$ cat config.mk
export PLATFORM = sky130hd
export DESIGN_NAME = log_record_deframer_crc32_check_unit
export DESIGN_NICKNAME = d
export VERILOG_FILES = /design/src/sv/lrdc_pkg.sv /design/src/sv/log_record_deframer_crc32_check_unit.sv
export SDC_FILE = /design/constraint.sdc
export NUM_CORES = 1
export LEC_CHECK = 0
export ABC_AREA = 1
export BUFFER_PORTS_ARGS = -buffer_cell sky130_fd_sc_hd__buf_2
export CAP_MARGIN = 15
export CORE_MARGIN = 1
export CORE_UTILIZATION = 58
export CTS_BUF_LIST = sky130_fd_sc_hd__clkbuf_4 sky130_fd_sc_hd__clkbuf_8
export DETAILED_ROUTE_END_ITERATION = 8
export GPL_ROUTABILITY_DRIVEN = 0
export PLACE_DENSITY = 0.76
export RECOVER_POWER = 50
export SETUP_SLACK_MARGIN = 0.15
export SKIP_LAST_GASP = 1
export SYNTH_ARGS = -nofsm -noshare
export SYNTH_HDL_FRONTEND = slang
export SYNTH_SLANG_ARGS = --single-unit
$ cat constraint.sdc
create_clock -name clk -period 3.5 [get_ports clk]
set_clock_uncertainty 0.2 [all_clocks]
set_input_delay 0.175 -clock clk [delete_from_list [all_inputs] [get_ports clk]]
set_output_delay 0.175 -clock clk [all_outputs]
set_load 0.02 [all_outputs]
$ cat src/sv/lrdc_pkg.sv
package lrdc_pkg;

  localparam int unsigned LenW  = 24;
  localparam int unsigned CrcW  = 32;
  localparam logic [CrcW-1:0] CrcPoly = 32'hEDB8_8320;
  localparam logic [CrcW-1:0] CrcInit = 32'hFFFF_FFFF;

  localparam logic [LenW-1:0] MaxKeyLenRst = 24'd4096;
  localparam logic [LenW-1:0] MaxValLenRst = 24'd1048576;

  localparam logic [2:0] TypeMin = 3'd1;
  localparam logic [2:0] TypeMax = 3'd4;

  typedef enum logic [2:0] {
    PH_TYPE = 3'd0,
    PH_KLEN = 3'd1,
    PH_KEY  = 3'd2,
    PH_VLEN = 3'd3,
    PH_VAL  = 3'd4,
    PH_CRC  = 3'd5
  } phase_t;

  typedef enum logic [1:0] {
    ROLE_FRAME = 2'd0,
    ROLE_KEY   = 2'd1,
    ROLE_VALUE = 2'd2,
    ROLE_NONE  = 2'd3
  } role_t;

  typedef enum logic [3:0] {
    ST_BUSY      = 4'd0,
    ST_VALID     = 4'd1,
    ST_BAD_TYPE  = 4'd2,
    ST_KEY_LONG  = 4'd3,
    ST_VAL_LONG  = 4'd4,
    ST_CRC_BAD   = 4'd5,
    ST_TRUNCATED = 4'd6,
    ST_END       = 4'd7,
    ST_HALTED    = 4'd8
  } status_t;

  typedef enum logic [0:0] {
    REG_MAX_KEY = 1'b0,
    REG_MAX_VAL = 1'b1
  } cfg_reg_t;

  // reflected crc-32, one byte, bit by bit
  function automatic logic [CrcW-1:0] crc_byte(input logic [CrcW-1:0] crc_in,
                                               input logic [7:0] b);
    logic [CrcW-1:0] c;
    c = crc_in ^ {24'd0, b};
    for (int i = 0; i < 8; i++) begin
      c = c[0] ? ((c >> 1) ^ CrcPoly) : (c >> 1);
    end
    return c;
  endfunction

endpackage

$ cat src/sv/log_record_deframer_crc32_check_unit.sv
// Splits a byte stream into length-prefixed records (type byte 1..4, 32-bit LE key
// length, key, 32-bit LE value length, value, 32-bit LE CRC-32 over the record) and
// returns one result per input transaction: the byte, its role, the record type and a
// status. Each transaction passes through an input register and a result register;
// one byte per clock is sustained unless out_ready stalls the output. The byte-wide
// CRC update and the length compare sit between those two registers. Any error or a
// clean end of stream halts the block until reset. The user must write the length limits
// through the cfg port only while no transaction is in flight; the block does not check.
module log_record_deframer_crc32_check_unit (
  input  logic                    clk,
  input  logic                    rst_n,
  input  logic                    in_valid,
  output logic                    in_ready,
  input  logic [7:0]              in_byte,
  input  logic                    in_stream_end,
  output logic                    out_valid,
  input  logic                    out_ready,
  output logic [7:0]              out_data_byte,
  output logic [1:0]              out_byte_role,
  output logic [2:0]              out_record_type,
  output logic [3:0]              out_status,
  output logic                    out_record_end,
  input  logic                    cfg_we,
  input  logic                    cfg_index,
  input  logic [lrdc_pkg::LenW-1:0] cfg_wdata
);
  import lrdc_pkg::*;

  // configuration
  logic [LenW-1:0] max_key_r, max_val_r;

  // input stage
  logic       s1_valid_r;
  logic [7:0] s1_byte_r;
  logic       s1_end_r;

  // deframer state
  phase_t          phase_r, phase_nxt;
  logic [1:0]      lbc_r, lbc_nxt;
  logic [31:0]     acc_r, acc_nxt;
  logic [LenW-1:0] rem_r, rem_nxt;
  logic [CrcW-1:0] crc_r, crc_nxt;
  logic [CrcW-1:0] stored_r, stored_nxt;
  logic [2:0]      type_r, type_nxt;
  logic            halted_r, halted_nxt;

  // result register
  logic       out_valid_r;
  logic [7:0] data_r, data_nxt;
  role_t      role_r, role_nxt;
  logic [2:0] rtype_r, rtype_nxt;
  status_t    status_r, status_nxt;
  logic       rend_r, rend_nxt;

  logic s1_adv;
  logic [31:0] byte_shifted;
  logic [31:0] acc_or;
  logic [31:0] stored_or;
  logic [31:0] limit;
  logic [CrcW-1:0] crc_upd;
  logic is_key;

  assign s1_adv   = s1_valid_r && (!out_valid_r || out_ready);
  assign in_ready = !s1_valid_r || s1_adv;

  always_ff @(posedge clk) begin
    if (!rst_n) begin
      max_key_r <= MaxKeyLenRst;
      max_val_r <= MaxValLenRst;
    end else if (cfg_we) begin
      case (cfg_index)
        REG_MAX_KEY: max_key_r <= cfg_wdata;
        REG_MAX_VAL: max_val_r <= cfg_wdata;
        default: ;
      endcase
    end
  end

  always_ff @(posedge clk) begin
    if (!rst_n) begin
      s1_valid_r <= 1'b0;
    end else if (in_ready) begin
      s1_valid_r <= in_valid;
    end
  end

  always_ff @(posedge clk) begin
    if (in_ready && in_valid) begin
      s1_byte_r <= in_byte;
      s1_end_r  <= in_stream_end;
    end
  end

  always_comb begin
    case (lbc_r)
      2'd0:    byte_shifted = {24'd0, s1_byte_r};
      2'd1:    byte_shifted = {16'd0, s1_byte_r, 8'd0};
      2'd2:    byte_shifted = {8'd0, s1_byte_r, 16'd0};
      default: byte_shifted = {s1_byte_r, 24'd0};
    endcase
  end

  assign acc_or    = acc_r | byte_shifted;
  assign stored_or = stored_r | byte_shifted;
  assign crc_upd   = crc_byte(crc_r, s1_byte_r);
  assign is_key    = (phase_r == PH_KLEN) || (phase_r == PH_KEY);
  assign limit     = {8'd0, (is_key ? max_key_r : max_val_r)};

  always_comb begin
    phase_nxt  = phase_r;
    lbc_nxt    = lbc_r;
    acc_nxt    = acc_r;
    rem_nxt    = rem_r;
    crc_nxt    = crc_r;
    stored_nxt = stored_r;
    type_nxt   = type_r;
    halted_nxt = halted_r;
    data_nxt   = s1_byte_r;
    role_nxt   = ROLE_FRAME;
    rtype_nxt  = type_r;
    status_nxt = ST_BUSY;
    rend_nxt   = 1'b0;
    if (halted_r) begin
      data_nxt   = 8'd0;
      role_nxt   = ROLE_NONE;
      rtype_nxt  = 3'd0;
      status_nxt = ST_HALTED;
    end else if (s1_end_r) begin
      halted_nxt = 1'b1;
      data_nxt   = 8'd0;
      role_nxt   = ROLE_NONE;
      if (phase_r == PH_TYPE) begin
        rtype_nxt  = 3'd0;
        status_nxt = ST_END;
      end else begin
        status_nxt = ST_TRUNCATED;
        rend_nxt   = 1'b1;
      end
    end else begin
      case (phase_r)
        PH_TYPE: begin
          if (s1_byte_r < {5'd0, TypeMin} || s1_byte_r > {5'd0, TypeMax}) begin
            halted_nxt = 1'b1;
            rtype_nxt  = 3'd0;
            status_nxt = ST_BAD_TYPE;
            rend_nxt   = 1'b1;
          end else begin
            type_nxt   = s1_byte_r[2:0];
            rtype_nxt  = s1_byte_r[2:0];
            crc_nxt    = crc_byte(CrcInit, s1_byte_r);
            stored_nxt = '0;
            acc_nxt    = '0;
            lbc_nxt    = 2'd0;
            phase_nxt  = PH_KLEN;
          end
        end
        PH_KLEN, PH_VLEN: begin
          crc_nxt = crc_upd;
          acc_nxt = acc_or;
          if (lbc_r != 2'd3) begin
            lbc_nxt = lbc_r + 2'd1;
          end else begin
            lbc_nxt = 2'd0;
            if (acc_or > limit) begin
              halted_nxt = 1'b1;
              status_nxt = is_key ? ST_KEY_LONG : ST_VAL_LONG;
              rend_nxt   = 1'b1;
            end else begin
              rem_nxt = acc_or[LenW-1:0];
              acc_nxt = '0;
              if (acc_or[LenW-1:0] != '0) begin
                phase_nxt = is_key ? PH_KEY : PH_VAL;
              end else begin
                phase_nxt = is_key ? PH_VLEN : PH_CRC;
              end
            end
          end
        end
        PH_KEY, PH_VAL: begin
          crc_nxt  = crc_upd;
          rem_nxt  = rem_r - {{(LenW-1){1'b0}}, 1'b1};
          role_nxt = is_key ? ROLE_KEY : ROLE_VALUE;
          if (rem_r == {{(LenW-1){1'b0}}, 1'b1}) begin
            phase_nxt = is_key ? PH_VLEN : PH_CRC;
          end
        end
        PH_CRC: begin
          stored_nxt = stored_or;
          if (lbc_r != 2'd3) begin
            lbc_nxt = lbc_r + 2'd1;
          end else begin
            lbc_nxt  = 2'd0;
            rend_nxt = 1'b1;
            if (stored_or == ~crc_r) begin
              status_nxt = ST_VALID;
              phase_nxt  = PH_TYPE;
              type_nxt   = 3'd0;
              stored_nxt = '0;
              crc_nxt    = CrcInit;
            end else begin
              halted_nxt = 1'b1;
              status_nxt = ST_CRC_BAD;
            end
          end
        end
        default: begin
          phase_nxt = PH_TYPE;
          rtype_nxt = 3'd0;
        end
      endcase
    end
  end

  always_ff @(posedge clk) begin
    if (!rst_n) begin
      phase_r  <= PH_TYPE;
      lbc_r    <= 2'd0;
      acc_r    <= '0;
      rem_r    <= '0;
      crc_r    <= CrcInit;
      stored_r <= '0;
      type_r   <= 3'd0;
      halted_r <= 1'b0;
    end else if (s1_adv) begin
      phase_r  <= phase_nxt;
      lbc_r    <= lbc_nxt;
      acc_r    <= acc_nxt;
      rem_r    <= rem_nxt;
      crc_r    <= crc_nxt;
      stored_r <= stored_nxt;
      type_r   <= type_nxt;
      halted_r <= halted_nxt;
    end
  end

  always_ff @(posedge clk) begin
    if (!rst_n) begin
      out_valid_r <= 1'b0;
    end else if (s1_adv) begin
      out_valid_r <= 1'b1;
    end else if (out_ready) begin
      out_valid_r <= 1'b0;
    end
  end

  always_ff @(posedge clk) begin
    if (s1_adv) begin
      data_r   <= data_nxt;
      role_r   <= role_nxt;
      rtype_r  <= rtype_nxt;
      status_r <= status_nxt;
      rend_r   <= rend_nxt;
    end
  end

  assign out_valid       = out_valid_r;
  assign out_data_byte   = data_r;
  assign out_byte_role   = role_r;
  assign out_record_type = rtype_r;
  assign out_status      = status_r;
  assign out_record_end  = rend_r;

endmodule
## Word-level counts from Yosys, hierarchy flattened

Index checks and enable logic that the tools add are counted.

| word-level totals | value |
|---|---|
| memories | 0 |
| ROM bits | 0 |
| bits in registers | 206 |
| latch bits | 0 |
| memory bits (writable) | 0 |
| word-level logic and storage cells | 172 |
| bits of input ports | 39 |
| output and inout port bits | 20 |

| cells by class | value |
|---|---|
| bitwise logic cells | 24 |
| shifts and indexed selects | 0 |
| $add $sub $neg | 2 |
| multipliers | 0 |
| equality and inequality tests | 16 |
| muxes and demuxes | 76 |
| div/mod/pow operators | 0 |
| reduce and logical (&&, ||, !) cells | 32 |
| order comparisons | 3 |

Operators with widths:

| kind | number |
|---|---|
| 32-bit two-way mux | 24 |
| 13-bit NOT with 14-bit output | 16 |
| 32-bit case mux with 3 select lines | 2 |
| 32-bit case mux with 2 select lines | 2 |
| 24-bit two-way mux | 3 |
| 32-bit OR | 2 |
| 3-bit two-way mux | 18 |
| 24-bit case mux with 2 select lines | 1 |
| 32-bit == test | 1 |
| 32-bit by 24-bit > comparator with 1-bit output | 1 |
| 32-bit NOT | 1 |
| 8-bit NOT with 32-bit output | 1 |
| 32-bit by 8-bit bitwise XOR with 32-bit output | 1 |
| 24-bit by 1-bit == test with 1-bit output (second input constant) | 1 |
| 24-bit nonzero test | 1 |
| 24-bit by 1-bit subtractor with 24-bit output (second input constant) | 1 |
| 5-bit AND reduction | 3 |
| 2-bit != test (second input constant) | 7 |
| 7-bit AND reduction | 2 |
| 1-bit two-way mux | 13 |
| 3-bit case mux with 2 select lines | 2 |
| 3-bit case mux with 4 select lines | 1 |
| 2-bit two-way mux | 5 |
| 2-bit nonzero test | 5 |
| other kinds (26) | 39 |

## Depth between registers and ports, before layout

| depth | value |
|---|---|
| depth in word-level cells | 19 |
| mapped depth | 26 |
| gate-level depth less buffers | 26 |

## Worst setup path before layout

No wires, ideal clock.

| timing | value |
|---|---|
| path kind | register to register |
| start | register phase_r[0] |
| end | register rem_r[5] |
| data required time | 3.188 ns |
| path buffers | 2 |
| period minus slack after synthesis | 3.256 ns |
| cell stages (with the launch flop) | 22 |
| setup slack | 0.244 ns |
| library setup time | 0.112 ns |
| arrival time | 2.944 ns |
| path through | dfxtp_1 > inv_2 > nor2_1 > inv_1 > o21ai_1 > buf_2 > mux2i_1 > ha_1 > a21o_1 > nor2_1 > nand2_1 > nand2_1 > nand2_1 > nand2_1 > nand2_2 > nand2_2 > nand2_4 > nand2_8 > nand2_8 > buf_8 > a21oi_2 > nor2_1 |

| between the ends | value |
|---|---|
| cells in the longest elaborated chain, start to end | 6 |
| elaborated cells on any way between the ends | 14 |
| classes of those cells | order compare: 1; eq/ne: 6; mux: 2; reduce/logical: 5 |

Ends and longest elaborated chain:

| what | line | source |
|---|---|---|
| start: declaration | log_record_deframer_crc32_check_unit.sv:38 | `phase_t phase_r, phase_nxt;` |
| start signal: assignment | log_record_deframer_crc32_check_unit.sv:225 | `phase_r <= phase_nxt;` |
| 3-bit by 1-bit == test with 1-bit output or 3-bit by 2-bit == test with 1-bit output (tied branches) | log_record_deframer_crc32_check_unit.sv:106, log_record_deframer_crc32_check_unit.sv:140 |  |
| 1-bit logical OR | log_record_deframer_crc32_check_unit.sv:106 | `assign is_key = (phase_r == PH_KLEN) \|\| (phase_r == PH_KEY);` |
| 24-bit two-way mux | log_record_deframer_crc32_check_unit.sv:107 | `assign limit = {8'd0, (is_key ? max_key_r : max_val_r)};` |
| 32-bit by 24-bit > comparator with 1-bit output | log_record_deframer_crc32_check_unit.sv:164 | `if (acc_or > limit) begin` |
| 2-bit != test (no line) | - |  |
| 6-bit AND reduction (no line) | - |  |
| end signal: assignment | log_record_deframer_crc32_check_unit.sv:228 | `rem_r <= rem_nxt;` |
| end: declaration | log_record_deframer_crc32_check_unit.sv:41 | `logic [LenW-1:0] rem_r, rem_nxt;` |

Parallel ways exist; a longest one is shown, timed or not.
A chain may end at the register's enable or synchronous reset.

## Worst setup path after layout

| timing | value |
|---|---|
| start | register lbc_r[0] |
| end | register rem_r[1] |

| between the ends | value |
|---|---|
| cells in the longest elaborated chain, start to end | 6 |
| elaborated cells on any way between the ends | 13 |
| classes of those cells | order compare: 1; eq/ne: 5; mux: 4; bitwise: 1; reduce/logical: 2 |

Ends and longest elaborated chain:

| what | line | source |
|---|---|---|
| start: declaration | log_record_deframer_crc32_check_unit.sv:39 | `logic [1:0] lbc_r, lbc_nxt;` |
| start signal: assignment | log_record_deframer_crc32_check_unit.sv:226 | `lbc_r <= lbc_nxt;` |
| 2-bit == test, or another cell as far along | log_record_deframer_crc32_check_unit.sv:95 | `case (lbc_r)` |
| 32-bit case mux with 3 select lines | log_record_deframer_crc32_check_unit.sv:95 |  |
| 32-bit OR | log_record_deframer_crc32_check_unit.sv:103 | `assign acc_or = acc_r \| byte_shifted;` |
| 32-bit by 24-bit > comparator with 1-bit output or 24-bit two-way mux (tied branches) | log_record_deframer_crc32_check_unit.sv:164 |  |
| 2-bit != test (no line) or 24-bit two-way mux (tied branches) | - |  |
| 6-bit AND reduction (no line) or 24-bit case mux with 2 select lines (tied branches) | - |  |

Parallel ways exist; a longest one is shown, timed or not. The select of a mux whose other input is x is not followed.

==> parameters.txt <==
Parameter                              Value

Clock network
  Inserted Clock Buffers ... 37
  Clock transition at the registers of the reported paths ... 60 ps
  Clock root buffer ... sky130_fd_sc_hd__clkbuf_8
  Clock tree from TritonCTS ... built
  Clock insertion delay at the later pin of the skew report ... 550 ps
  Total clock sinks ... 206
  CTS H-Tree Depth ... 2
  Clock Tree Buf Depth ... 3

Worst setup path
  Required @ worst endpoint ... 3730 ps
  Startpoint class of the critical path ... flip-flop
  Slowest Stage Delay on Critical Path ... 340 ps
  Setup Crit Path Kind ... flip-flop to flip-flop
  Number of cells traversed by the worst register-to-register path ... 18
  Critical path, cell by cell ... inv_1, ha_1, inv_2, nor2_8, a21oi_1, inv_1, ha_1, a21oi_1, o21ai_0, nand2_1, nor3b_2, nand2_2, nand2_2, nand2_4, nand2_8, clkbuf_16, nand3_1, a21oi_1
  CP Buf/Inv Count ... 4
  Maximum net fanout on the critical path ... 15
  Number of cells on the critical path ... 18
  Kind of cell adding the most delay to the critical path ... simple AND/OR/NAND/NOR gates
  Endpoint type of the worst setup path ... flip-flop
  Arrival time of data at the critical path endpoint ... 3500 ps
  Critical Path Slowest Stage Cell ... sky130_fd_sc_hd__dfxtp_2
  Most common cell on crit path ... sky130_fd_sc_hd__a21oi_1

Min path
  Hold crit path type ... input port to flip-flop
  Hold-critical path depth ... 5

Layout
  Final-stage net count ... 1,949
  Ant. Diodes ... 0
  Share of post-route cells with drive strength above 1 ... 0.136
  Area added between synthesis and finish ... 15.8%

Floorplan
  Overall die width ... 149 µm
  Core area ... 0.0212 mm²
  Full die area ... around 0.022 mm²
  Starting density of the core ... 0.594
  # IOs ... 59
  Row count ... 53
  Die extent in y ... between 100 and 150 µm

GRT
  Via count of the first global-routing pass ... 11,702
  All-layer global routing usage ... 0.324
  GRT Residual Overflow ... 0
  Antenna violations before repair ... 0
  Pin count of the biggest net entering global routing ... 112
  First-pass GRT wire length ... 57.4 mm

Synthesis
  Number of distinct library cells after synthesis ... 55
  Most frequently used cell type in the post-synthesis netlist ... sky130_fd_sc_hd__nand2_1
  Syn nets ... 1,842
  Number of warning messages in the yosys log ... 0
  Post-synthesis area per instance ... slightly above 7 µm²
  Post-Synthesis Cell Area ... about 0.013 mm²
  Yosys top cell area share ... 0.285
  Post-synthesis cell count ... 1,766
  Register bit count reported by yosys ... 206
  Top cell types by occurrence after synthesis ... sky130_fd_sc_hd__nand2_1 (392), sky130_fd_sc_hd__nor2_1 (196), sky130_fd_sc_hd__o21ai_0 (187), sky130_fd_sc_hd__dfxtp_1 (179), sky130_fd_sc_hd__inv_1 (159)
  Leading cell types by total area after synthesis ... sky130_fd_sc_hd__dfxtp_1 (29%), sky130_fd_sc_hd__nand2_1 (12%), sky130_fd_sc_hd__o21ai_0 (7.4%)
  Most used DFF post-synth ... sky130_fd_sc_hd__dfxtp_1
  Number of enable flip-flop cells after synthesis ... 27
  Post-synthesis async set-or-reset flop share ... 0
  Cell type with the highest aggregate area in the netlist ... sky130_fd_sc_hd__dfxtp_1
  Part of the Yosys area used for sequential elements ... 0.350

Timing
  Min setup slack post-route ... 231 ps
  Count of final max-slew check failures ... between 150 and 200
  Worst-Margin Slew ... 2180 ps
  Count of endpoints failing hold in the final timing report ... 0
  RSZ-0062 raised after global routing ... no
  Maximum clock rate ... 306 MHz
  Setup TNS ... 0 ps
  Fin crit share ... 0.934
  Relative slew slack ... -0.451
  Final setup viols ... 0
  Minimum period implied by the final worst setup slack ... 3270 ps

Flow run
  Number of maximum-capacitance violations ... 2

Power
  Worst vdd ir ... 0.000325 V
  Cell internal power dissipation ... 4.00 mW
  Share of total power in the clock network ... 0.410
  Portion of total power attributed to combinational logic ... 0.136
  Total power density per cell area ... 380 mW/mm²
  Standby leakage power ... 6.63 nW
  NetSw ... around 1.5 mW
  Sequential fraction of design power ... 0.454
  Switching portion of total power ... 0.276
  Power consumption ... 5.53 mW

Drt
  Routed met3 length ... between 2 and 3 mm
  Wire length after detailed routing ... 36.7 mm
  Antenna viol nets, final ... 0
  Met1 routed wirelength after detailed routing ... 14.2 mm
  Total via count in the routed design ... 12,421
  Via-to-Cell Ratio ... 5.72
  Top layer reached by signal wires ... met4
  DR iter-0 viols ... ~1,100
  Met2 Wirelength ... 17.9 mm
  First-pass iteration count of the detailed router ... 7
  Routed wire per std cell ... 16.9 µm
  Remaining routing DRC violations ... 0

Place
  Setup slack at placement ... 53.2 ps
  Number of input and output port buffers inserted ... 58
  Placed wire-length estimate ... 24.6 mm

Run status
  Violations in the final reports ... max-capacitance violations, max-slew violations
  Run status ... finished with violations
power by group through the flow:
| stage | Combinational, mW | Clock, mW | Sequential [mW] |
|---|---|---|---|
| after floorplan | 0.493 | 0 | 2.54 |
| after global placement | 0.680 | 0 | 2.55 |
| after detailed placement | 0.695 | 0 | 2.55 |
| after CTS | 0.734 | 2.29 | 2.50 |
| after global routing | 0.822 | 2.39 | 2.51 |
| final | 0.750 | 2.27 | 2.51 |
sequential cells by signal (all words and copies together) (netlist names), 4 cells and up:
signal,flops
stored_r,32
s1_byte_r,8
crc_r,32
max_key_r,24
out_status,4
max_val_r,24
rem_r,24
acc_r,32
out_data_byte,8
layer usage:
metal / vias to the layer above / global-route usage
li1: 5990 / -
met1: 5754 / 0.384
met2: 541 / 0.553
met3: 136 / 0.0514
met4: 0 / 0.189
met5: - / 0
tightest hold or removal path: stages:
cell and delay, ps:
sky130_fd_sc_hd__buf_2 90, sky130_fd_sc_hd__nand2_1 40, sky130_fd_sc_hd__buf_4 210, sky130_fd_sc_hd__o21ai_0 160
sky130_fd_sc_hd__nor2_1 50
through the flow:
| step | area (µm²) | std cells | util | hold slack (ps) |
|---|---|---|---|---|
| 4_1_cts | 14300 | 2157 | 0.676 | 10.5 |
| 3_3_place_gp | 13100 | 2055 | 0.620 | 153 |
| 6_report | 14600 | 2170 | 0.688 | 36.0 |
| 3_5_place_dp | 13100 | 2055 | 0.620 | 153 |
| 2_1_floorplan | 12600 | 1766 | - | 73.9 |
| 5_1_grt | 14600 | 2170 | 0.688 | 67.5 |
layout by cell type, fill, tap and decap left out, types with 13 or more instances in the layout:
| master | instances |
|---|---|
| sky130_fd_sc_hd__inv_2 | 13 |
| sky130_fd_sc_hd__a21oi_1 | 134 |
| sky130_fd_sc_hd__xnor2_1 | 24 |
| sky130_fd_sc_hd__nand3_1 | 85 |
| sky130_fd_sc_hd__nor2_1 | 192 |
| sky130_fd_sc_hd__a21oi_2 | 33 |
| sky130_fd_sc_hd__edfxtp_1 | 27 |
| sky130_fd_sc_hd__clkbuf_4 | 14 |
| sky130_fd_sc_hd__clkbuf_8 | 40 |
| sky130_fd_sc_hd__xor2_1 | 73 |
| sky130_fd_sc_hd__mux2i_1 | 20 |
| sky130_fd_sc_hd__buf_4 | 36 |
| sky130_fd_sc_hd__nand2_1 | 392 |
| sky130_fd_sc_hd__ha_1 | 34 |
| sky130_fd_sc_hd__dfxtp_1 | 174 |
| sky130_fd_sc_hd__nand4_1 | 15 |
| sky130_fd_sc_hd__inv_1 | 153 |
| sky130_fd_sc_hd__o21ai_0 | 187 |
| sky130_fd_sc_hd__dlygate4sd3_1 | 40 |
| sky130_fd_sc_hd__clkbuf_1 | 22 |
| sky130_fd_sc_hd__nand3b_1 | 14 |
| sky130_fd_sc_hd__buf_2 | 37 |
layout make-up:
cell class,count,area (µm²)
Clock buffer,53,648
Fill cell,1731,6600
Tap cell,275,344
Sequential cell,206,4400
Multi-Input combinational cell,1309,7270
Clock inverter,8,68.8
Inverter,171,654
Timing Repair Buffer,148,1160
timing repair:
item	in CTS	in global routing
setup buffers	0	8
gates cloned	1	5
setup endpoints to repair	50	93
hold buffers	40	0
pin swaps	0	6
gates resized for setup	5	48
endpoints found under the hold margin	89	0
path summary, 6_finish.rpt:
path	start	to	slack, ps
max reg2reg	lbc_r[0]$_SDFFE_PN0P_	rem_r[1]$_SDFFE_PN0P_	230
min	cfg_we	max_val_r[23]$_SDFFE_PN0P_	40
min reg2reg	type_r[2]$_SDFFE_PN0P_	type_r[2]$_SDFFE_PN0P_	260
max	lbc_r[0]$_SDFFE_PN0P_	rem_r[1]$_SDFFE_PN0P_	230
logic make-up (layout without fill, tap and decap cells):
group | after synthesis | count (layout) | share of synthesized area
AOI/OAI and AO/OA | 394 | 394 | 0.171
xor gates and xnor gates | 106 | 106 | 0.0828
adders and majority gates | 37 | 37 | 0.0368
buffers and inverters | 254 | 380 | 0.0875
DFF | 206 | 206 | 0.350
muxes | 24 | 24 | 0.0191
and+or+nand+nor | 745 | 748 | 0.253
Note: power is estimated with default switching activity, not from simulation.
